## config.mk

```make
export PLATFORM = sky130hd
export DESIGN_NAME = ntc_div
export DESIGN_NICKNAME = d
export VERILOG_FILES = /design/src/sv/ntc_pkg.sv /design/src/sv/ntc_div.sv
export SDC_FILE = /design/constraint.sdc
export NUM_CORES = 2
export LEC_CHECK = 0
export ABC_CLOCK_PERIOD_IN_PS = 3900
export BUFFER_PORTS_ARGS = -buffer_cell sky130_fd_sc_hd__buf_2
export CORE_MARGIN = 4
export CORE_UTILIZATION = 41
export DETAILED_ROUTE_END_ITERATION = 10
export PLACE_DENSITY = 0.68
export SYNTH_ARGS = -nofsm -noshare
export SYNTH_HDL_FRONTEND = slang
export SYNTH_SLANG_ARGS = --single-unit
```

## constraint.sdc

```tcl
create_clock -name clk -period 3.9 [get_ports clk]
set_clock_uncertainty 0.05 [all_clocks]
set_input_delay 0.39 -clock clk [delete_from_list [all_inputs] [get_ports clk]]
set_output_delay 0.39 -clock clk [all_outputs]
set_load 0.05 [all_outputs]
```

## src/sv/ntc_pkg.sv

```systemverilog
`default_nettype none
package ntc_pkg;

    localparam int FRAC_BITS = 24;

    // log2 unit
    localparam int LOG_IN_W = 20;
    localparam int K_W      = 5;
    localparam int LOG_W    = K_W + FRAC_BITS;
    localparam int LOG_LAT  = FRAC_BITS + 1;

    // polynomial datapath
    localparam int MAG_W    = FRAC_BITS + 6;
    localparam int LN2_W    = 26;
    localparam logic [LN2_W-1:0] LN2_Q26 = 26'd46516320;
    localparam int PROD_W   = MAG_W + LN2_W;
    localparam int LQ_SHIFT = FRAC_BITS - 16;
    localparam int LQ_HALF  = (2 ** LQ_SHIFT) / 2;
    localparam int LQ_W     = 22;
    localparam int SQ_W     = 28;
    localparam int CU_W     = 32;
    localparam int COEF_W   = 32;
    localparam int BL_W     = COEF_W + LQ_W;
    localparam int CC_W     = COEF_W + CU_W;
    localparam int D_W      = 66;
    localparam int POLY_LAT = 8;

    // divider
    localparam int Q_W      = 16;
    localparam int UD_W     = 64;
    localparam int N_W      = UD_W + 1;
    localparam int R_W      = UD_W + Q_W;
    localparam int DIV_LAT  = Q_W + 3;
    localparam logic [UD_W-1:0] NUM_T = 64'd6553600000000000000;
    localparam logic [Q_W-1:0]  Q_MAX = 16'd60083;
    localparam logic signed [16:0] KELVIN_CENTI = 17'sd27316;
    localparam logic signed [15:0] TEMP_MAX = 16'sd32767;
    localparam logic signed [15:0] TEMP_MIN = -16'sd27316;

    // status codes
    localparam logic [1:0] ST_OK   = 2'd0;
    localparam logic [1:0] ST_OVER = 2'd1;
    localparam logic [1:0] ST_ZERO = 2'd2;

    // register map
    localparam int CFG_ADDR_W = 5;
    localparam logic [2:0] REG_SUPPLY = 3'd0;
    localparam logic [2:0] REG_SERIES = 3'd1;
    localparam logic [2:0] REG_COEF_A = 3'd2;
    localparam logic [2:0] REG_COEF_B = 3'd3;
    localparam logic [2:0] REG_COEF_C = 3'd4;

    typedef struct packed {
        logic        valid;
        logic [1:0]  status;
    } ctl_t;

    typedef struct packed {
        logic [12:0]       supply_mv;
        logic [19:0]       series_ohms;
        logic [COEF_W-1:0] coef_a;
        logic [COEF_W-1:0] coef_b;
        logic [COEF_W-1:0] coef_c;
    } cfg_t;

    localparam cfg_t CFG_RESET = '{
        supply_mv:   13'd3300,
        series_ohms: 20'd10000,
        coef_a:      32'd1129000000,
        coef_b:      32'd234100000,
        coef_c:      32'd87670
    };

endpackage
`default_nettype wire

```

## src/sv/ntc_div.sv

```systemverilog
`default_nettype none
module ntc_div
(
    input  wire logic                             clk,
    input  wire logic                             rst_n,
    input  wire logic                             en,
    input  wire ntc_pkg::ctl_t                    ctl_in,
    input  wire logic signed [ntc_pkg::D_W-1:0]   d,
    output ntc_pkg::ctl_t                         ctl_out,
    output logic signed [15:0]                    temp_centi,
    output logic        [1:0]                     status
);

    localparam int QW = ntc_pkg::Q_W;

    typedef struct packed {
        logic dzero;
        logic dneg;
        logic sat;
    } flags_t;

    ntc_pkg::ctl_t ctl_reg [0:ntc_pkg::DIV_LAT-1];

    logic [ntc_pkg::UD_W-1:0] ud0_reg;
    logic [ntc_pkg::N_W-1:0]  n0_reg;
    logic                     dzero0_reg;
    logic                     dneg0_reg;

    logic [ntc_pkg::R_W-1:0]  r_reg  [0:QW-1];
    logic [ntc_pkg::UD_W-1:0] ud_reg [0:QW-1];
    logic [QW-1:0]            q_reg  [0:QW];
    flags_t                   fl_reg [0:QW];

    logic [ntc_pkg::R_W-1:0]  dv_w   [0:QW-1];
    logic                     ge_w   [0:QW-1];

    logic signed [15:0]       temp_reg;
    logic        [1:0]        status_reg;
    logic signed [15:0]       temp_next;
    logic signed [16:0]       t_off;

    always_comb
    begin
        for (int j = 0; j < QW; j++)
        begin
            dv_w[j] = ntc_pkg::R_W'(ud_reg[j]) << (QW - 1 - j);
            ge_w[j] = r_reg[j] >= dv_w[j];
        end
    end

    always_comb
    begin
        t_off = $signed({1'b0, q_reg[QW]}) - ntc_pkg::KELVIN_CENTI;
        if (ctl_reg[ntc_pkg::DIV_LAT-2].status != ntc_pkg::ST_OK)
            temp_next = 16'sd0;
        else if (fl_reg[QW].dzero)
            temp_next = ntc_pkg::TEMP_MAX;
        else if (fl_reg[QW].dneg)
            temp_next = ntc_pkg::TEMP_MIN;
        else if (fl_reg[QW].sat || (q_reg[QW] > ntc_pkg::Q_MAX))
            temp_next = ntc_pkg::TEMP_MAX;
        else
            temp_next = t_off[15:0];
    end

    always_ff @(posedge clk or negedge rst_n)
    begin
        if (!rst_n)
        begin
            for (int i = 0; i < ntc_pkg::DIV_LAT; i++)
                ctl_reg[i] <= '0;
        end
        else if (en)
        begin
            ctl_reg[0] <= ctl_in;
            for (int i = 1; i < ntc_pkg::DIV_LAT; i++)
                ctl_reg[i] <= ctl_reg[i-1];
        end
    end

    always_ff @(posedge clk)
    begin
        if (en)
        begin
            // rounding: numerator carries half the divisor
            ud0_reg    <= d[ntc_pkg::UD_W-1:0];
            n0_reg     <= ntc_pkg::N_W'(ntc_pkg::NUM_T)
                        + ntc_pkg::N_W'(d[ntc_pkg::UD_W-1:1]);
            dzero0_reg <= (d == '0);
            dneg0_reg  <= d[ntc_pkg::D_W-1];

            // quotient of 2^16 or more saturates; the bit loop then needs no guard
            r_reg[0]        <= ntc_pkg::R_W'(n0_reg);
            ud_reg[0]       <= ud0_reg;
            q_reg[0]        <= '0;
            fl_reg[0].dzero <= dzero0_reg;
            fl_reg[0].dneg  <= dneg0_reg;
            fl_reg[0].sat   <= ntc_pkg::R_W'(n0_reg) >= {ud0_reg, {QW{1'b0}}};

            for (int j = 0; j < QW - 1; j++)
            begin
                r_reg[j+1]  <= ge_w[j] ? r_reg[j] - dv_w[j] : r_reg[j];
                ud_reg[j+1] <= ud_reg[j];
            end
            for (int j = 0; j < QW; j++)
            begin
                q_reg[j+1]  <= q_reg[j] | (QW'(ge_w[j]) << (QW - 1 - j));
                fl_reg[j+1] <= fl_reg[j];
            end

            temp_reg   <= temp_next;
            status_reg <= ctl_reg[ntc_pkg::DIV_LAT-2].status;
        end
    end

    assign ctl_out    = ctl_reg[ntc_pkg::DIV_LAT-1];
    assign temp_centi = temp_reg;
    assign status     = status_reg;

endmodule
`default_nettype wire

```

# Word level (Yosys, flattened, before mapping)
# Memory sizes are Yosys's and may differ from the RTL's.
# Cells that the tools add are included.
# word_totals
word_cells	124
ram_bits	2627
inputBits	72
out_inout_bits	21
ff_bits	206
memories	4
# memory_table
memory	depth	word_bits	rd	rd_ports_with_merged_regs	write_ports	line	source
r_reg	16	80	16	0	16	ntc_div.sv:29	logic [ntc_pkg::R_W-1:0] r_reg [0:QW-1];
ud_reg	16	64	16	0	16	ntc_div.sv:30	logic [ntc_pkg::UD_W-1:0] ud_reg [0:QW-1];
q_reg	17	16	17	0	17	ntc_div.sv:31	logic [QW-1:0] q_reg [0:QW];
fl_reg	17	3	17	0	17	ntc_div.sv:32	flags_t fl_reg [0:QW];
# classes
bitwise	16
reduce_logical	4
addsub	17
mux	20
order_cmp	18
# ops
operator	n
80-bit 2-to-1 mux	15
65-bit by 80-bit greater-or-equal comparator with 1-bit output	1
80-bit by 64-bit greater-or-equal comparator with 1-bit output	1
80-bit by 65-bit greater-or-equal comparator with 1-bit output	1
80-bit by 66-bit greater-or-equal comparator with 1-bit output	1
80-bit by 67-bit greater-or-equal comparator with 1-bit output	1
80-bit by 68-bit greater-or-equal comparator with 1-bit output	1
80-bit by 69-bit greater-or-equal comparator with 1-bit output	1
80-bit by 70-bit greater-or-equal comparator with 1-bit output	1
80-bit by 71-bit greater-or-equal comparator with 1-bit output	1
80-bit by 72-bit greater-or-equal comparator with 1-bit output	1
80-bit by 73-bit greater-or-equal comparator with 1-bit output	1
80-bit by 74-bit greater-or-equal comparator with 1-bit output	1
80-bit by 75-bit greater-or-equal comparator with 1-bit output	1
80-bit by 76-bit greater-or-equal comparator with 1-bit output	1
80-bit by 77-bit greater-or-equal comparator with 1-bit output	1
80-bit by 78-bit greater-or-equal comparator with 1-bit output	1
80-bit by 79-bit greater-or-equal comparator with 1-bit output	1
80-bit by 65-bit subtractor with 80-bit output	1
80-bit by 66-bit subtractor with 80-bit output	1
80-bit by 67-bit subtractor with 80-bit output	1
80-bit by 68-bit subtractor with 80-bit output	1
80-bit by 69-bit subtractor with 80-bit output	1
80-bit by 70-bit subtractor with 80-bit output	1
35 further kinds	37

# Longest topological paths before layout
# An unclocked memory read counts as a cell.
# logic_depth
word_depth	6
depth_mapped	17
mapped_depth_nobuf	16

# Worst setup path after synthesis
# Ideal clock, no wire load.
# synth_timing
path_type	flip-flop to flip-flop
startpoint	memory ud_reg[1][134] in the netlist's numbering
endpoint	memory r_reg[1][317] in the netlist's numbering (data pin)
arrival_time_ns	3.643
required_time_ns	3.592
path_stages_with_launch	17
synth_period_minus_slack_ns	3.951
n_path_buf	0
slack_ns	-0.051
setup_ns	0.258
cell_sequence	edfxtp_1 inv_1 ha_1 inv_1 fa_1 a211o_1 a2111oi_2 nor3_1 o211ai_1 nand3_1 a2111o_1 a41oi_2 o21a_1 o21ai_1 and3_1 and4bb_2 xor2_1
# synth_lines
element	line
start: declaration	ntc_div.sv:30
end: declaration	ntc_div.sv:29

==> results.md <==
- Setup repair after global routing missed its margin: yes
- Leading cell types by total area after synthesis: sky130_fd_sc_hd__edfxtp_1, sky130_fd_sc_hd__ha_1, sky130_fd_sc_hd__a21oi_1, sky130_fd_sc_hd__o21ai_0, sky130_fd_sc_hd__xnor2_1
- Most frequent cell on the critical path: sky130_fd_sc_hd__inv_2
- Mean number of vias per cell: approximately 5.2
- Setup slack of the critical path after layout: -556 ps
- Die boundary width: slightly above 600 um
- MaxCap Viol Count: 0
- Final clock period utilization by the worst path: 114%
- Core Box Area: 0.366 mm^2
- Total wire length after detailed routing: 401000 um
- Boundary pin count: 93
- Post-layout total power: around 140 mW
- Critical path class: register to register
- Antenna cells: 0
- Syn_nets: 15900
- Violated checks: setup timing
- Post-route worst hold slack: between 150 and 200 ps
- Number of nets with antenna violations after routing: 0
- Area overhead of the layout relative to synthesis: 28.6%
- Number of enable-type register cells in the synthesized netlist: 2443
- Shortest period the worst path allows: 4460 ps
- Die boundary height: 614 um
- Worst path top cell family by delay: compound AO/OA/AOI/OAI gates
- Worst endpoint required time: 4510 ps
- Routed wirelength normalized by instance count: 17.8 um
- Filler cells: 32300
- # clock sinks: between 2000 and 3000
- Flip-flop count of the largest register after layout: approximately 1100
- Arr. time, crit path: 5070 ps
- Highest ir drop seen on vdd: 0.000465 V
- Number of unique standard cell types used by synthesis: 105
- Slew of the pin with the lowest slew margin: 1140 ps
- CTS tree: done
- Root Driver: sky130_fd_sc_hd__clkbuf_16
- Share of the yosys chip area belonging to registers: 49.6%
- DRC Markers: 0
- Power per unit of standard cell area: 721 mW/mm^2
- Final cell utilization of the core: 53.0%
- Count of buffering cells on the critical path with inverters included: 4
- Setup violation total in the final timing report: 151
- Aggregate global-route resource usage: 20.1%
- Remaining global-route overflow: 0
- Yosys reg bits: 2500
- Dominant register cell in the synthesized netlist: sky130_fd_sc_hd__edfxtp_1
- Delay of the slowest critical-path stage: 430 ps
- Fraction of layout instances using a drive strength above 1: 24.9%
- Number of global-route vias before repair: 119000
- Post-layout nets: approximately 19000
- Mean instance size in the synthesized netlist: 10.2 um^2
- H-tree levels: 5
- Final hold violation count: 0
- Synth async-reset ratio: 2.28%
- Synth warnings: 0
- Top-area cell type share of the netlist area: 48.7%
- Later-pin clock latency in the skew report: 900 ps
- Cell type with the largest total area after synthesis: sky130_fd_sc_hd__edfxtp_1
- Relative slew slack: 23.4%
- Maximum clock path buffer count: 4
- Maximum number of pins on one net before global-route repair: 149
- Via total after detailed routing: 118000
- Port Buf Inserts: a little over 90
- Status: complete, but fails checks
- Type of element capturing the critical path: register
- DRT Pass-1 Iters: 6
- Initial drt markers: 7017
- Half-perimeter wire length after placement: ~300000 um
- Number of CTS-inserted buffers: ~290
- Initial antenna violation count: 3
- Worst min path class: input pin to register
- Die area: around 0.38 mm^2
- First-pass GRT wire length: 618000 um
- Initial standard-cell utilization of the core: 41.2%
- Final-report max-slew violation count: 0
- Slowest cell on the critical path: sky130_fd_sc_hd__o211ai_1
- Maximum fanout count along the critical path: 5
- Startpoint type of the worst setup path: register
- Cell types with the highest counts after synthesis: sky130_fd_sc_hd__edfxtp_1, sky130_fd_sc_hd__a21oi_1, sky130_fd_sc_hd__inv_1
- Series of cell instances along the critical path: inv_2 -> ha_4 -> inv_2 -> fa_2 -> a211o_1 -> a2111oi_4 -> nor3_2 -> o211ai_1 -> buf_4 -> nand3_2 -> buf_6 -> a2111o_1 -> a41oi_2 -> o21a_1 -> o21ai_2 -> and3_4 -> and4bb_2 -> xor2_1
- Top-count cell post-synth: sky130_fd_sc_hd__edfxtp_1
- Instance count of the mapped netlist: approximately 15000
- Site Rows: 222
- Timing-limited maximum frequency: 0.224 GHz
- Netlist area before placement: 0.151 mm^2
- Leakage dissipation: 81.3 nW
- Routability congestion estimate from global placement: 0.925
- Clock transition time at the flip-flop clock pins of the worst setup and hold paths: ~60 ps
## cells in the final DEF, fill, tap and decap left out, types with 608 or more instances in the layout
cell / count
sky130_fd_sc_hd__edfxtp_1: 2443
sky130_fd_sc_hd__a21oi_1: 1378
sky130_fd_sc_hd__buf_4: 2640
sky130_fd_sc_hd__xnor2_1: 608
sky130_fd_sc_hd__nor2_1: 790
sky130_fd_sc_hd__inv_1: 1290
sky130_fd_sc_hd__a21o_1: 631
sky130_fd_sc_hd__nand2_1: 1270
sky130_fd_sc_hd__o21ai_0: 980
sky130_fd_sc_hd__ha_1: 998
## power breakdown
group	switching [mW]	leakage, nW	internal (mW)
clock network	11.0	4.50	15.5
registers	4.13	24.5	38.8
logic	36.6	52.3	33.7
total	51.7	81.3	88.1
## cell families after synthesis
group           count (synthesis)  synth area share [%]
compound gates               4389                  17.7
xor+xnor                     1036                  6.02
fa+ha+maj                    1074                  8.99
buf+inv                      1909                  4.81
flops                        2500                  49.6
mux                           172                  1.28
simple gates                 3697                  11.6
## what timing repair did
item,4_1_cts,5_1_grt
hold buffers,72,0
cloned,15,19
setup buffers,123,138
endpoints found under the setup margin,672,743
hold endpoints to repair,190,0
pin swaps,238,323
gates resized for setup,518,901
## final timing paths
path | start | cells past startpoint | slack, ps | endpoint
worst min-delay path | d[1] | 2 | 190 | ud0_reg[1]
worst max register to register | ud_reg[1][134] | 18 | -560 | r_reg[1][319]
worst min register to register | q_reg[0][215] | 0 | 350 | q_reg[0][231]
min in group asynchronous | rst_n | 4 | 500 | ctl_out[2]
worst max-delay path | ud_reg[1][134] | 18 | -560 | r_reg[1][319]
max in group asynchronous | rst_n | 4 | 2920 | ctl_reg[21]
## area by class of cell
cell class / instances / area [um^2] / share of cell area [%]
clock buffer: 347 / 7540 / 3.89
inverter: 1320 / 4970 / 2.56
tap: 4816 / 6030 / 3.11
sequential: 2500 / 74800 / 38.6
timing repair buffer: 3020 / 24600 / 12.7
multi-input combinational: 10400 / 74100 / 38.2
clock inverter: 165 / 1770 / 0.913
## layer usage
layer | wire [um] | up-vias | track usage [%]
li1 | - | 59400 | -
met1 | 158000 | 54900 | 22.5
met2 | 204000 | 2409 | 37.0
met3 | 11400 | 1057 | 1.83
met4 | 28000 | 0 | 11.8
met5 | 0 | - | 0
## per-stage QoR
| stage | TNS (ps) | setup slack (ps) | instances | area (um^2) |
|---|---|---|---|---|
| after floorplan | 0 | 12.5 | 14800 | 151000 |
| after global placement | -135680 | -900 | 21700 | 175000 |
| after detailed placement | -156460 | -924 | 21700 | 175000 |
| after CTS | -13370 | -712 | 22400 | 189000 |
| after global routing | -43670 | -772 | 22500 | 194000 |
| final | -15430 | -556 | 22500 | 194000 |
Power figures use the tool's default switching activity.
