[src/sv/ntc_pkg.sv]
`default_nettype none
package ntc_pkg;

    localparam int FRAC_BITS = 24;

    // log2 unit
    localparam int LOG_IN_W = 20;
    localparam int K_W      = 5;
    localparam int LOG_W    = K_W + FRAC_BITS;
    localparam int LOG_LAT  = FRAC_BITS + 1;

    // polynomial datapath
    localparam int MAG_W    = FRAC_BITS + 6;
    localparam int LN2_W    = 26;
    localparam logic [LN2_W-1:0] LN2_Q26 = 26'd46516320;
    localparam int PROD_W   = MAG_W + LN2_W;
    localparam int LQ_SHIFT = FRAC_BITS - 16;
    localparam int LQ_HALF  = (2 ** LQ_SHIFT) / 2;
    localparam int LQ_W     = 22;
    localparam int SQ_W     = 28;
    localparam int CU_W     = 32;
    localparam int COEF_W   = 32;
    localparam int BL_W     = COEF_W + LQ_W;
    localparam int CC_W     = COEF_W + CU_W;
    localparam int D_W      = 66;
    localparam int POLY_LAT = 8;

    // divider
    localparam int Q_W      = 16;
    localparam int UD_W     = 64;
    localparam int N_W      = UD_W + 1;
    localparam int R_W      = UD_W + Q_W;
    localparam int DIV_LAT  = Q_W + 3;
    localparam logic [UD_W-1:0] NUM_T = 64'd6553600000000000000;
    localparam logic [Q_W-1:0]  Q_MAX = 16'd60083;
    localparam logic signed [16:0] KELVIN_CENTI = 17'sd27316;
    localparam logic signed [15:0] TEMP_MAX = 16'sd32767;
    localparam logic signed [15:0] TEMP_MIN = -16'sd27316;

    // status codes
    localparam logic [1:0] ST_OK   = 2'd0;
    localparam logic [1:0] ST_OVER = 2'd1;
    localparam logic [1:0] ST_ZERO = 2'd2;

    // register map
    localparam int CFG_ADDR_W = 5;
    localparam logic [2:0] REG_SUPPLY = 3'd0;
    localparam logic [2:0] REG_SERIES = 3'd1;
    localparam logic [2:0] REG_COEF_A = 3'd2;
    localparam logic [2:0] REG_COEF_B = 3'd3;
    localparam logic [2:0] REG_COEF_C = 3'd4;

    typedef struct packed {
        logic        valid;
        logic [1:0]  status;
    } ctl_t;

    typedef struct packed {
        logic [12:0]       supply_mv;
        logic [19:0]       series_ohms;
        logic [COEF_W-1:0] coef_a;
        logic [COEF_W-1:0] coef_b;
        logic [COEF_W-1:0] coef_c;
    } cfg_t;

    localparam cfg_t CFG_RESET = '{
        supply_mv:   13'd3300,
        series_ohms: 20'd10000,
        coef_a:      32'd1129000000,
        coef_b:      32'd234100000,
        coef_c:      32'd87670
    };

endpackage
`default_nettype wire

[src/sv/ntc_cfg.sv]
`default_nettype none
module ntc_cfg
(
    input  wire logic                             clk,
    input  wire logic                             rst_n,
    input  wire logic                             psel,
    input  wire logic                             penable,
    input  wire logic                             pwrite,
    input  wire logic [ntc_pkg::CFG_ADDR_W-1:0]   paddr,
    input  wire logic [31:0]                      pwdata,
    output logic      [31:0]                      prdata,
    output logic                                  pready,
    output ntc_pkg::cfg_t                         cfg
);

    ntc_pkg::cfg_t cfg_reg;
    logic [2:0]    reg_idx;
    logic          wr_en;

    assign reg_idx = paddr[ntc_pkg::CFG_ADDR_W-1:2];
    assign wr_en   = psel & penable & pwrite;
    assign pready  = 1'b1;
    assign cfg     = cfg_reg;

    always_ff @(posedge clk or negedge rst_n)
    begin
        if (!rst_n)
        begin
            cfg_reg <= ntc_pkg::CFG_RESET;
        end
        else if (wr_en)
        begin
            case (reg_idx)
                ntc_pkg::REG_SUPPLY: cfg_reg.supply_mv   <= pwdata[12:0];
                ntc_pkg::REG_SERIES: cfg_reg.series_ohms <= pwdata[19:0];
                ntc_pkg::REG_COEF_A: cfg_reg.coef_a      <= pwdata;
                ntc_pkg::REG_COEF_B: cfg_reg.coef_b      <= pwdata;
                ntc_pkg::REG_COEF_C: cfg_reg.coef_c      <= pwdata;
                default: ;
            endcase
        end
    end

    always_comb
    begin
        case (reg_idx)
            ntc_pkg::REG_SUPPLY: prdata = {19'd0, cfg_reg.supply_mv};
            ntc_pkg::REG_SERIES: prdata = {12'd0, cfg_reg.series_ohms};
            ntc_pkg::REG_COEF_A: prdata = cfg_reg.coef_a;
            ntc_pkg::REG_COEF_B: prdata = cfg_reg.coef_b;
            ntc_pkg::REG_COEF_C: prdata = cfg_reg.coef_c;
            default:             prdata = 32'd0;
        endcase
    end

endmodule
`default_nettype wire

[config.mk]
export PLATFORM = sky130hd
export DESIGN_NAME = ntc_cfg
export DESIGN_NICKNAME = d
export VERILOG_FILES = /design/src/sv/ntc_pkg.sv /design/src/sv/ntc_cfg.sv
export SDC_FILE = /design/constraint.sdc
export NUM_CORES = 1
export LEC_CHECK = 0
export BUFFER_PORTS_ARGS = -buffer_cell sky130_fd_sc_hd__buf_2
export CORE_UTILIZATION = 50
export CTS_CLUSTER_SIZE = 12
export DETAILED_ROUTE_END_ITERATION = 10
export MAX_ROUTING_LAYER = met4
export PLACE_DENSITY_LB_ADDON = 0.2
export SYNTH_ARGS = -nofsm -noshare
export SYNTH_HDL_FRONTEND = slang
export SYNTH_SLANG_ARGS = --single-unit
[constraint.sdc]
create_clock -name clk -period 1.44 [get_ports clk]
set_input_delay 0.072 -clock clk [delete_from_list [all_inputs] [get_ports clk]]
set_output_delay 0.072 -clock clk [all_outputs]
set_load 0.01 [all_outputs]
After elaboration in Yosys (flattened, before gate mapping)
Cells that the tools add are included.

operators by class
  eq/ne operators = 4
  mux-type cells = 1
  bitwise operators = 2
  reduce and logical (&&, ||, !) cells = 6

operator list
  cell                                                  count
  case mux 32 bit (5 select lines)                      1
  AND reduction 2 bit                                   5
  equality test 3 x 2 -> 1 bit (second input constant)  2
  equality test 3 x 1 -> 1 bit (second input constant)  1
  equality test 3 bit (second input constant)           1
  zero test 3 bit                                       1
  bitwise AND 1 bit                                     2

storage, ports and cells
  flip-flop bits (word level) = 129
  bits of input ports = 42
  output and inout port bits = 162
  logic and storage cells = 18

Logic depth before layout (Yosys ltp)
Gate-level depths: netlist of run 1.

  word-level depth = 3
  depth in mapped cells = 6
  mapped depth without buffers = 3

Least setup slack after synthesis of run 1
No wires, ideal clock.

  path kind = input port to flip-flop
  start = input port paddr[3] (netlist name)
  end = register cfg_reg, in the netlist cfg[26]
  library setup time = 0.125 ns
  data arrival time = 1.241 ns
  required time = 1.315 ns
  setup slack = 0.075 ns
  stages on the path = 6
  path buffers = 3
  cell sequence = buf_6 nor3b_2 and4_1 buf_4 buf_4 mux2_2

between the ends
  longest elaborated chain between the ends = 2

RTL lines
  what                           RTL line       source
  start: declaration             ntc_cfg.sv:9   input wire logic [ntc_pkg::CFG_ADDR_W-1:0] paddr,
  equality test 3 bit            ntc_cfg.sv:33  case (reg_idx)
  AND reduction 2 bit (no line)  -
  end signal: assignment         ntc_cfg.sv:29  cfg_reg <= ntc_pkg::CFG_RESET;
  end: declaration               ntc_cfg.sv:16  ntc_pkg::cfg_t cfg_reg;

Every way passes these cells.
A chain may end at the register's enable or synchronous reset.

Worst setup path after layout of run 1
  start = register cfg_reg, in the netlist cfg[64]
  end = output port prdata[0]

between the ends
  longest elaborated chain between the ends = 1

RTL lines
  what                              RTL line       source
  case mux 32 bit (5 select lines)  ntc_cfg.sv:46  case (reg_idx)
  end: declaration                  ntc_cfg.sv:11  output logic [31:0] prdata,

Every way passes these cells.

==> metrics, run 1 <==
fin crit period=1530 ps; htree depth=4; syn_area_per_cell=14.2 µm²; Max-slew headroom=54.0%; Die Area=12200 µm²; pwr dens=1440 nW/µm²; first-pass GRT wire length=25900 µm; number of placement rows=39; TritonRoute pass-1 iters=4; synthesis-to-layout area growth=40.1%; Port Buffers=200; Placement Cell Area=7220 µm²; largest net degree at the start of global routing=48; number of global-route vias before repair=4817; failing checks=negative setup slack; clk root buf=clkbuf_16; Final Max Slew Viols=0; clock slew at the register clock pins of the worst setup and hold paths=60 ps; die width=110 µm; drt via density=5.51; highest routed layer=met4; Worst R2R Setup Slack=430 ps; fin crit share=106%; crit end category=output pin; Synth Net Count=456; sequential cell area fraction in the yosys report=55.8%; Setup WS post-layout=-92.4 ps; critical path arrival=1460 ps; met2 routed WL=8340 µm; Mapped Area=5880 µm²; Post-DP HPWL=11200 µm; Total Routing Usage GR=28.4%; clk_skew=0 ps; Antenna Nets Post-Route=0; HP Class=in -> async; peak supply drop=716 µV; WL per Instance=19.6 µm; register bit total from synthesis=129; I/O pin count=204; DRT met1 WL=6870 µm; actual slew at the worst max-slew pin=687 ps; Lkg Pwr=4.09 nW; Iteration-0 DRC Markers=259; vias after detailed routing=4615; remaining routing DRC violations=0; status=finished, violations left; fmax=653 MHz; metal3 WL=921 µm; crit-path max FO=3; post-route cell area=8240 µm²; fin nets=723; die span in y=110 µm; # Max-Cap Violations=0; CTS buffer count=17; Cell variety after synth=26; YS warnings=0; share of layout cells above drive strength 1=66.9%; Post-Route Utilization=72.2%; critical path class=reg -> out; unrepaired setup endpoints after global routing=yes; initial antenna violation count=0; gpl congestion=0.817; Post-Synthesis Cells=414; grt total ovfl=0; Startpoint Class=flop; Final setup violation count=13; DRT Wirelength=16400 µm; Req. time, crit path=1370 ps; Clock Path Buffers=2; max FFs per register=129; clk_lat worst skew=400 ps; clock tree sinks=129; Starting Density=51.5%; Core Region=11400 µm²; TritonCTS clock tree=done; Filler Cells Inserted=776; Antenna Diode Count=0; Final Hold Fails=0
[cells in the mapped netlist (all sizes together)]
cell type	number	area, µm²
a22oi	20	150
nor3	1	5.00
and4	1	8.76
mux2	142	1640
clkbuf	11	41.3
dfrtp	85	2130
buf	21	141
nand4b	1	23.8
o22ai	7	43.8
mux2i	19	190
nor2b	3	18.8
inv	1	3.75
a32oi	13	114
or3	1	6.26
o21ai	25	125
nor2	2	7.51
conb	1	3.75
dfstp	44	1160
nand2	13	48.8
nor3b	2	25.0
nand2b	1	6.26
[critical path: stages, from the launching register on]
cell     delay (ps)
dfrtp_1         410
mux2_2          270
a32oi_1         150
o21ai_1          90
buf_2           150
[power by group]
part           switching (mW)  internal [mW]
sequential              0.570           4.52
clock                    1.44           2.41
combinational            1.38           1.56
[cells by family after synthesis]
family                 share of synthesized area (%)
AO/OA/AOI/OAI                                   7.36
other                                         0.0637
buffers and inverters                           3.17
AND/OR/NAND/NOR                                 2.55
multiplexers                                    31.1
flip-flops                                      55.8
[per-stage QoR]
stage	hold WS [ps]	TNS (ps)	cells	total power [mW]	worst slack, ps
after floorplan	-224	0	414	6.46	74.6
final	149	-762	837	11.9	-92.4
after detailed placement	25.3	-2480	755	7.83	-170
after CTS	142	-941	831	11.9	-92.9
after global routing	164	-1760	837	12.5	-150
after global placement	33.0	-826	755	7.71	-56.5
[layer usage]
layer	global-route usage, %	up-vias
met3	7.14	22
met5	-	-
met2	45.4	194
met1	35.0	2328
met4	10.2	0
li1	-	2071
[layout make-up]
type	instances	area [µm²]	share of cell area, %
Tap cell	143	179	2.17
Timing Repair Buffer	280	1770	21.5
Inverter	1	3.75	0.0455
Clock buffer	26	509	6.18
Clock inverter	6	32.5	0.395
Sequential cell	129	3280	39.8
Multi-Input combinational cell	252	2460	29.8
[layout by cell type (no fill, tap or decap), drive strengths merged, types with 2 or more instances in the layout]
cell	synthesis	routed
nor2	2	2
nand2	13	13
mux2	142	142
nor2b	3	3
mux2i	19	19
o21ai	25	25
clkbuf	11	26
a32oi	13	13
dfstp	44	44
o22ai	7	7
a22oi	20	20
dfrtp	85	85
dlygate4sd3	0	33
buf	21	247
nor3b	2	2
clkinv	0	5
[worst paths after layout]
path                                      from                   end  cells past startpoint
hold reg to reg            cfg[28]$_DFFE_PN0P_   cfg[28]$_DFFE_PN0P_                      1
min in group clk                       penable   cfg[23]$_DFFE_PN0P_                      4
setup reg to reg           cfg[67]$_DFFE_PN0P_   cfg[67]$_DFFE_PN0P_                      3
max in group asynchronous                rst_n    cfg[9]$_DFFE_PN1P_                      3
setup / recovery           cfg[64]$_DFFE_PN0P_             prdata[0]                      4
hold / removal                           rst_n  cfg[102]$_DFFE_PN0P_                      2
[what timing repair did]
item / in CTS / in global routing
hold buffers: 33 / 0
gates resized for setup: 18 / 6
endpoints found under the hold margin: 222 / 0
endpoints found under the setup margin: 13 / 21
buffers inserted: 11 / 6
pin swaps: 4 / 9
Note: power is estimated with default switching activity, not from simulation.
==> run 2: changes to the inputs <==
--- a/config.mk
+++ b/config.mk
@@ -6,7 +6,9 @@
 export NUM_CORES = 1
 export LEC_CHECK = 0
 export BUFFER_PORTS_ARGS = -buffer_cell sky130_fd_sc_hd__buf_2
-export CORE_UTILIZATION = 50
+export CELL_PAD_IN_SITES_DETAIL_PLACEMENT = 0
+export CELL_PAD_IN_SITES_GLOBAL_PLACEMENT = 1
+export CORE_UTILIZATION = 40
 export CTS_CLUSTER_SIZE = 12
 export DETAILED_ROUTE_END_ITERATION = 10
 export MAX_ROUTING_LAYER = met4
==> metrics, run 2 (synthesis gave the netlist of run 1 again) <==
status=finished, violations left (unchanged); failing checks=negative setup slack (unchanged); Core Region=14100 µm² (was 11400 µm²); fmax=649 MHz (was 653 MHz); Comb power frac=24.4% (was 24.7%); crit-path max cell delay=390 ps (was 410 ps); Iteration-0 DRC Markers=220 (was 259); Post-Route Utilization=60.1% (was 72.2%); fin nets=732 (was 723); fin crit period=1540 ps (was 1530 ps); die span in y=123 µm (was 110 µm); pwr dens=1450 nW/µm² (was 1440 nW/µm²); Clock Path Buffers=2 (unchanged); Clock Power Share=34.0% (was 32.4%); I/O pin count=204 (unchanged); clk_lat worst skew=410 ps (was 400 ps); Setup WS post-layout=-101 ps (was -92.4 ps); share of layout cells above drive strength 1=67.7% (was 66.9%); Filler Cells Inserted=1184 (was 776); clk root buf=clkbuf_16 (unchanged); htree depth=4 (unchanged); most common cell after layout, fill and taps aside=buf_2 (unchanged); WP depth=4 (unchanged); remaining routing DRC violations=0 (unchanged); count of buffer and inverter cells on the critical path=1 (unchanged); Max-slew headroom=50.6% (was 54.0%); critical path class=reg -> out (unchanged); TritonCTS clock tree=done (unchanged); Startpoint Class=flop (unchanged); Net Sw Frac=28.2% (was 28.5%); synthesis-to-layout area growth=43.9% (was 40.1%); clk_skew=0 ps (unchanged); critical-path cell list=mux2_2 -> a32oi_1 -> o21ai_1 -> buf_2 (unchanged); crit end category=output pin (unchanged); actual slew at the worst max-slew pin=738 ps (was 687 ps); worst hold margin=145 ps (was 149 ps); Port Buffers=200 (unchanged); Die Area=15200 µm² (was 12200 µm²); Worst path slowest cell=dfrtp_1 (unchanged); Sequential Power Share=41.6% (was 42.9%); fin cells=883 (was 837); gpl congestion=0.797 (was 0.817); Req. time, crit path=1370 ps (about the same); critical path arrival=1470 ps (was 1460 ps); most frequent cells in the layout=buf_2, mux2_2, dfrtp_1, buf_4, dfstp_2 (was buf_2, mux2_2, dfrtp_1, dfstp_2, buf_4); first-pass GRT wire length=25300 µm (was 25900 µm); # Max-Cap Violations=0 (unchanged); clock slew at the register clock pins of the worst setup and hold paths=60 ps (about the same); internal power=8.81 mW (was 8.50 mW); max FFs per register=129 (unchanged); TritonRoute pass-1 iters=5 (was 4); switching pwr=3.46 mW (was 3.38 mW); pre-CTS setup slack=-223 ps (was -170 ps); unrepaired setup endpoints after global routing=yes (unchanged); Starting Density=41.7% (was 51.5%); Setup crit start=cfg[69]$_DFFE_PN0P_ (was cfg[64]$_DFFE_PN0P_); worst r2r path cells=3 (unchanged); Final setup violation count=13 (unchanged); die width=123 µm (was 110 µm); fin crit share=107% (was 106%); Antenna Diode Count=0 (unchanged); CTS buffer count=17 (unchanged); vias after detailed routing=4645 (was 4615); R2R Path End=cfg[66]$_DFFE_PN0P_ (was cfg[67]$_DFFE_PN0P_); HP Class=in -> async (unchanged); Total Routing Usage GR=23.7% (was 28.4%); Top Family by Delay on Critical Path=flip-flops (unchanged); WL per Instance=19.1 µm (was 19.6 µm); number of global-route vias before repair=4651 (was 4817); largest net degree at the start of global routing=39 (was 48); drt via density=5.26 (was 5.51); peak supply drop=923 µV (was 716 µV); Worst R2R Setup Slack=420 ps (was 430 ps); Final Hold Fails=0 (unchanged); clock tree sinks=129 (unchanged); initial antenna violation count=0 (unchanged); DRT Wirelength=16900 µm (was 16400 µm); Lkg Pwr=4.18 nW (was 4.09 nW); Post-DP HPWL=11700 µm (was 11200 µm); number of placement rows=43 (was 39); Final Max Slew Viols=0 (unchanged); dpl cells=795 (was 755); crit-path max FO=2 (was 3); CP endpoint=prdata[5] (was prdata[0]); RR Startpoint=cfg[66]$_DFFE_PN0P_ (was cfg[67]$_DFFE_PN0P_); Antenna Nets Post-Route=0 (unchanged); grt total ovfl=0 (unchanged)
==> run 2: changes by cell type in the layout (fill, tap and decap cells not counted) <==
cell	before	now
a22oi_1	20	19
o21ai_1	18	19
clkbuf_1	4	2
a22oi_2	0	1
clkbuf_8	5	3
buf_4	41	45
bufinv_16	0	2
clkinv_4	0	2
buf_12	7	12
o21ai_0	7	6
==> run 2: per-stage QoR <==
stage	cell area, µm²	total power [mW]	TNS (ps)
final	8470	12.3	-787
after global routing	8470	12.9	-1920
after CTS	8420	12.3	-1030
after detailed placement	7350	7.85	-2280
after global placement	7350	7.78	-1820
after floorplan	5880	6.46	0
==> run 2: power by group through the flow <==
stage               registers, mW  logic, mW  clock network (mW)
floorplan                    5.38       1.08                   0
global placement             5.13       2.65                   0
detailed placement           5.16       2.69                   0
CTS                          5.09       2.97                4.26
global route                 5.19       3.25                4.43
finish                       5.10       2.99                4.17
==> run 2: worst min path at each step <==
stage,end,slack [ps],cells after the start,startpoint
2_1_floorplan,cfg[0]$_DFFE_PN0P_,-220,0,rst_n
3_3_place_gp,cfg[39]$_DFFE_PN0P_,40,1,rst_n
3_5_place_dp,cfg[39]$_DFFE_PN0P_,50,1,rst_n
4_1_cts,cfg[26]$_DFFE_PN0P_,150,2,rst_n
5_1_grt,cfg[39]$_DFFE_PN0P_,170,2,rst_n
6_report,cfg[39]$_DFFE_PN0P_,140,2,rst_n
==> run 2: repair_timing <==
item,CTS,global route
hold buffers,33,0
gates resized for setup,18,8
setup endpoints to repair,14,25
hold endpoints to repair,193,0
buffers inserted,18,5
pin swaps,5,11
==> run 2: metal layers <==
layer,vias to the layer above,global-route usage [%],routed length [µm]
li1,2087,-,-
met3,13,5.72,1100
met2,186,37.3,8420
met5,-,-,0
met4,0,7.38,171
met1,2359,30.1,7210
==> run 2: layout make-up <==
| cell class | instances | area, µm² | share of cell area, % |
|---|---|---|---|
| sequential | 129 | 3280 | 38.8 |
| multi-input combinational | 252 | 2460 | 29.1 |
| timing repair buffer | 289 | 1900 | 22.5 |
| clock buffer | 22 | 474 | 5.60 |
| tap | 180 | 225 | 2.66 |
| clock inverter | 10 | 110 | 1.30 |
| inverter | 1 | 3.75 | 0.0443 |
==> run 2: worst reg2reg max path, cell delays in order (launching register included) <==
cell,delay (ps)
dfrtp_1,390
buf_4,140
buf_4,130
mux2_2,250
==> run 3: changes to the inputs <==
--- a/config.mk
+++ b/config.mk
@@ -5,12 +5,12 @@
 export SDC_FILE = /design/constraint.sdc
 export NUM_CORES = 1
 export LEC_CHECK = 0
-export BUFFER_PORTS_ARGS = -buffer_cell sky130_fd_sc_hd__buf_2
 export CELL_PAD_IN_SITES_DETAIL_PLACEMENT = 0
 export CELL_PAD_IN_SITES_GLOBAL_PLACEMENT = 1
-export CORE_UTILIZATION = 40
+export CORE_UTILIZATION = 50
 export CTS_CLUSTER_SIZE = 12
 export DETAILED_ROUTE_END_ITERATION = 10
+export DONT_BUFFER_PORTS = 1
 export MAX_ROUTING_LAYER = met4
 export PLACE_DENSITY_LB_ADDON = 0.2
 export SYNTH_ARGS = -nofsm -noshare
==> metrics, run 3 (synthesis gave the netlist of run 1 again) <==
TritonRoute pass-1 iters=4 (was 5); Post-DP HPWL=9140 µm (was 11700 µm); I/O pin count=204 (unchanged); actual slew at the worst max-slew pin=1100 ps (was 738 ps); most frequent cells in the layout=mux2_2, dfrtp_1, dfstp_2, dlygate4sd3_1, a22oi_1 (was buf_2, mux2_2, dfrtp_1, buf_4, dfstp_2); Core Region=11400 µm² (was 14100 µm²); crit end category=output pin (unchanged); vias after detailed routing=3705 (was 4645); DRT Wirelength=14200 µm (was 16900 µm); initial antenna violation count=0 (unchanged); Final setup violation count=13 (unchanged); number of placement rows=39 (was 43); Placement Cell Area=6110 µm² (was 7350 µm²); TritonCTS clock tree=done (unchanged); worst r2r path cells=1 (was 3); peak supply drop=958 µV (was 923 µV); setup_tns=-781 ps (was -787 ps); fin nets=491 (was 732); Final Hold Fails=129 (was 0); clock tree sinks=129 (unchanged); critical path class=reg -> out (unchanged); post-route cell area=7080 µm² (was 8470 µm²); Startpoint Class=flop (unchanged); # hold bufs at CTS=32 (was 33); critical-path cell list=mux2_4 -> a32oi_1 -> o21ai_1 -> buf_4 (was mux2_2 -> a32oi_1 -> o21ai_1 -> buf_2); max FFs per register=129 (unchanged); failing checks=negative hold slack, negative setup slack (was negative setup slack); number of global-route vias before repair=3854 (was 4651); Iteration-0 DRC Markers=145 (was 220); Req. time, crit path=1370 ps (about the same); unrepaired setup endpoints after global routing=yes (unchanged); Clock Path Buffers=2 (unchanged); Starting Density=51.5% (was 41.7%); Port Buffers=0 (was 200); Max-slew headroom=26.6% (was 50.6%); remaining routing DRC violations=0 (unchanged); HP Class=in -> async (unchanged); CTS buffer count=17 (unchanged); Antenna Nets Post-Route=0 (unchanged); die span in y=110 µm (was 123 µm); clk_lat worst skew=420 ps (was 410 ps); Setup WS post-layout=-169 ps (was -101 ps); share of layout cells above drive strength 1=54.4% (was 67.7%); largest net degree at the start of global routing=130 (was 39); Post-Route Utilization=62.0% (was 60.1%); critical path arrival=1540 ps (was 1470 ps); gpl congestion=0.765 (was 0.797); grt total ovfl=0 (unchanged); Die Area=12200 µm² (was 15200 µm²); first-pass GRT wire length=22200 µm (was 25300 µm); Total Routing Usage GR=24.7% (was 23.7%); clock slew at the register clock pins of the worst setup and hold paths=50 ps (was 60 ps); htree depth=4 (unchanged); Lkg Pwr=3.03 nW (was 4.18 nW); # Max-Cap Violations=0 (unchanged); drt via density=6.13 (was 5.26); clk root buf=clkbuf_16 (unchanged); crit-path max cell delay=440 ps (was 390 ps); fin crit period=1610 ps (was 1540 ps); status=finished, violations left (unchanged); Final Max Slew Viols=0 (unchanged); WL per Instance=23.6 µm (was 19.1 µm); fmax=622 MHz (was 649 MHz); most common cell after layout, fill and taps aside=mux2_2 (was buf_2); crit-path max FO=3 (was 2); Worst path slowest cell=dfrtp_2 (was dfrtp_1); fin crit share=112% (was 107%); die width=110 µm (was 123 µm); clk_skew=0 ps (unchanged); pwr dens=1540 nW/µm² (was 1450 nW/µm²); worst hold margin=-650 ps (was 145 ps); Filler Cells Inserted=928 (was 1184); synthesis-to-layout area growth=20.4% (was 43.9%); Antenna Diode Count=0 (unchanged)
run 3: cell types whose count changed in the layout (fill, tap and decap cells not counted), moves of 6 or more:
cell	previous run	this run
buf_2	199	0
buf_4	45	9
dfrtp_1	85	79
dfrtp_2	0	6
o21ai_2	0	6
o22ai_1	7	1
o22ai_2	0	6
run 3: timing repair:
action                                  4_1_cts  5_1_grt
setup buffers                                 0        0
resized for setup                            37       11
pin swaps                                     0        3
endpoints found under the setup margin       25       17
hold endpoints to repair                    258      129
run 3: final cells by class:
class                      count  area [µm²]  area share, %
multi-input combinational    252        2520           35.7
clock inverter                 5        25.0          0.353
inverter                       1        3.75         0.0530
timing repair buffer          48         528           7.46
tap                          143         179           2.53
clock buffer                  26         529           7.47
sequential                   129        3290           46.5
run 3: where the power goes:
group          switching, mW  internal (mW)
clock                   1.44           2.49
sequential              1.06           4.54
combinational          0.513          0.869
total                   3.01           7.90
run 3: stage by stage:
step,total power [mW],std cells,setup WS (ps)
after detailed placement,6.86,541,77.3
after CTS,11.0,604,-180
after global routing,11.4,604,-216
final,10.9,604,-169
after global placement,6.79,541,106
after floorplan,6.46,414,74.6
run 3: metal layers:
metal / part of all wire (%) / up-vias / track usage, %
met5: 0 / - / -
met4: 1.2 / 0 / 8.18
met3: 6.9 / 18 / 8.01
met2: 50 / 144 / 38.2
met1: 42 / 1936 / 30.7
li1: - / 1607 / -
run 3: critical path, delay by kind of cell (launching register included):
kind            cells  cell delay, ps
buf+inv             1             150
mux                 1             280
flops               1             440
compound gates      2             240
run 3: worst paths after layout:
check / from / end / slack [ps]
worst min-delay path: rst_n / cfg[91]$_DFFE_PN0P_ / -650
worst max register to register: cfg[23]$_DFFE_PN0P_ / cfg[23]$_DFFE_PN0P_ / 570
max in group asynchronous: rst_n / cfg[81]$_DFFE_PN1P_ / 1780
worst min register to register: cfg[24]$_DFFE_PN0P_ / cfg[24]$_DFFE_PN0P_ / 590
min in group clk: paddr[2] / cfg[87]$_DFFE_PN0P_ / 120
worst max-delay path: cfg[43]$_DFFE_PN0P_ / prdata[11] / -170
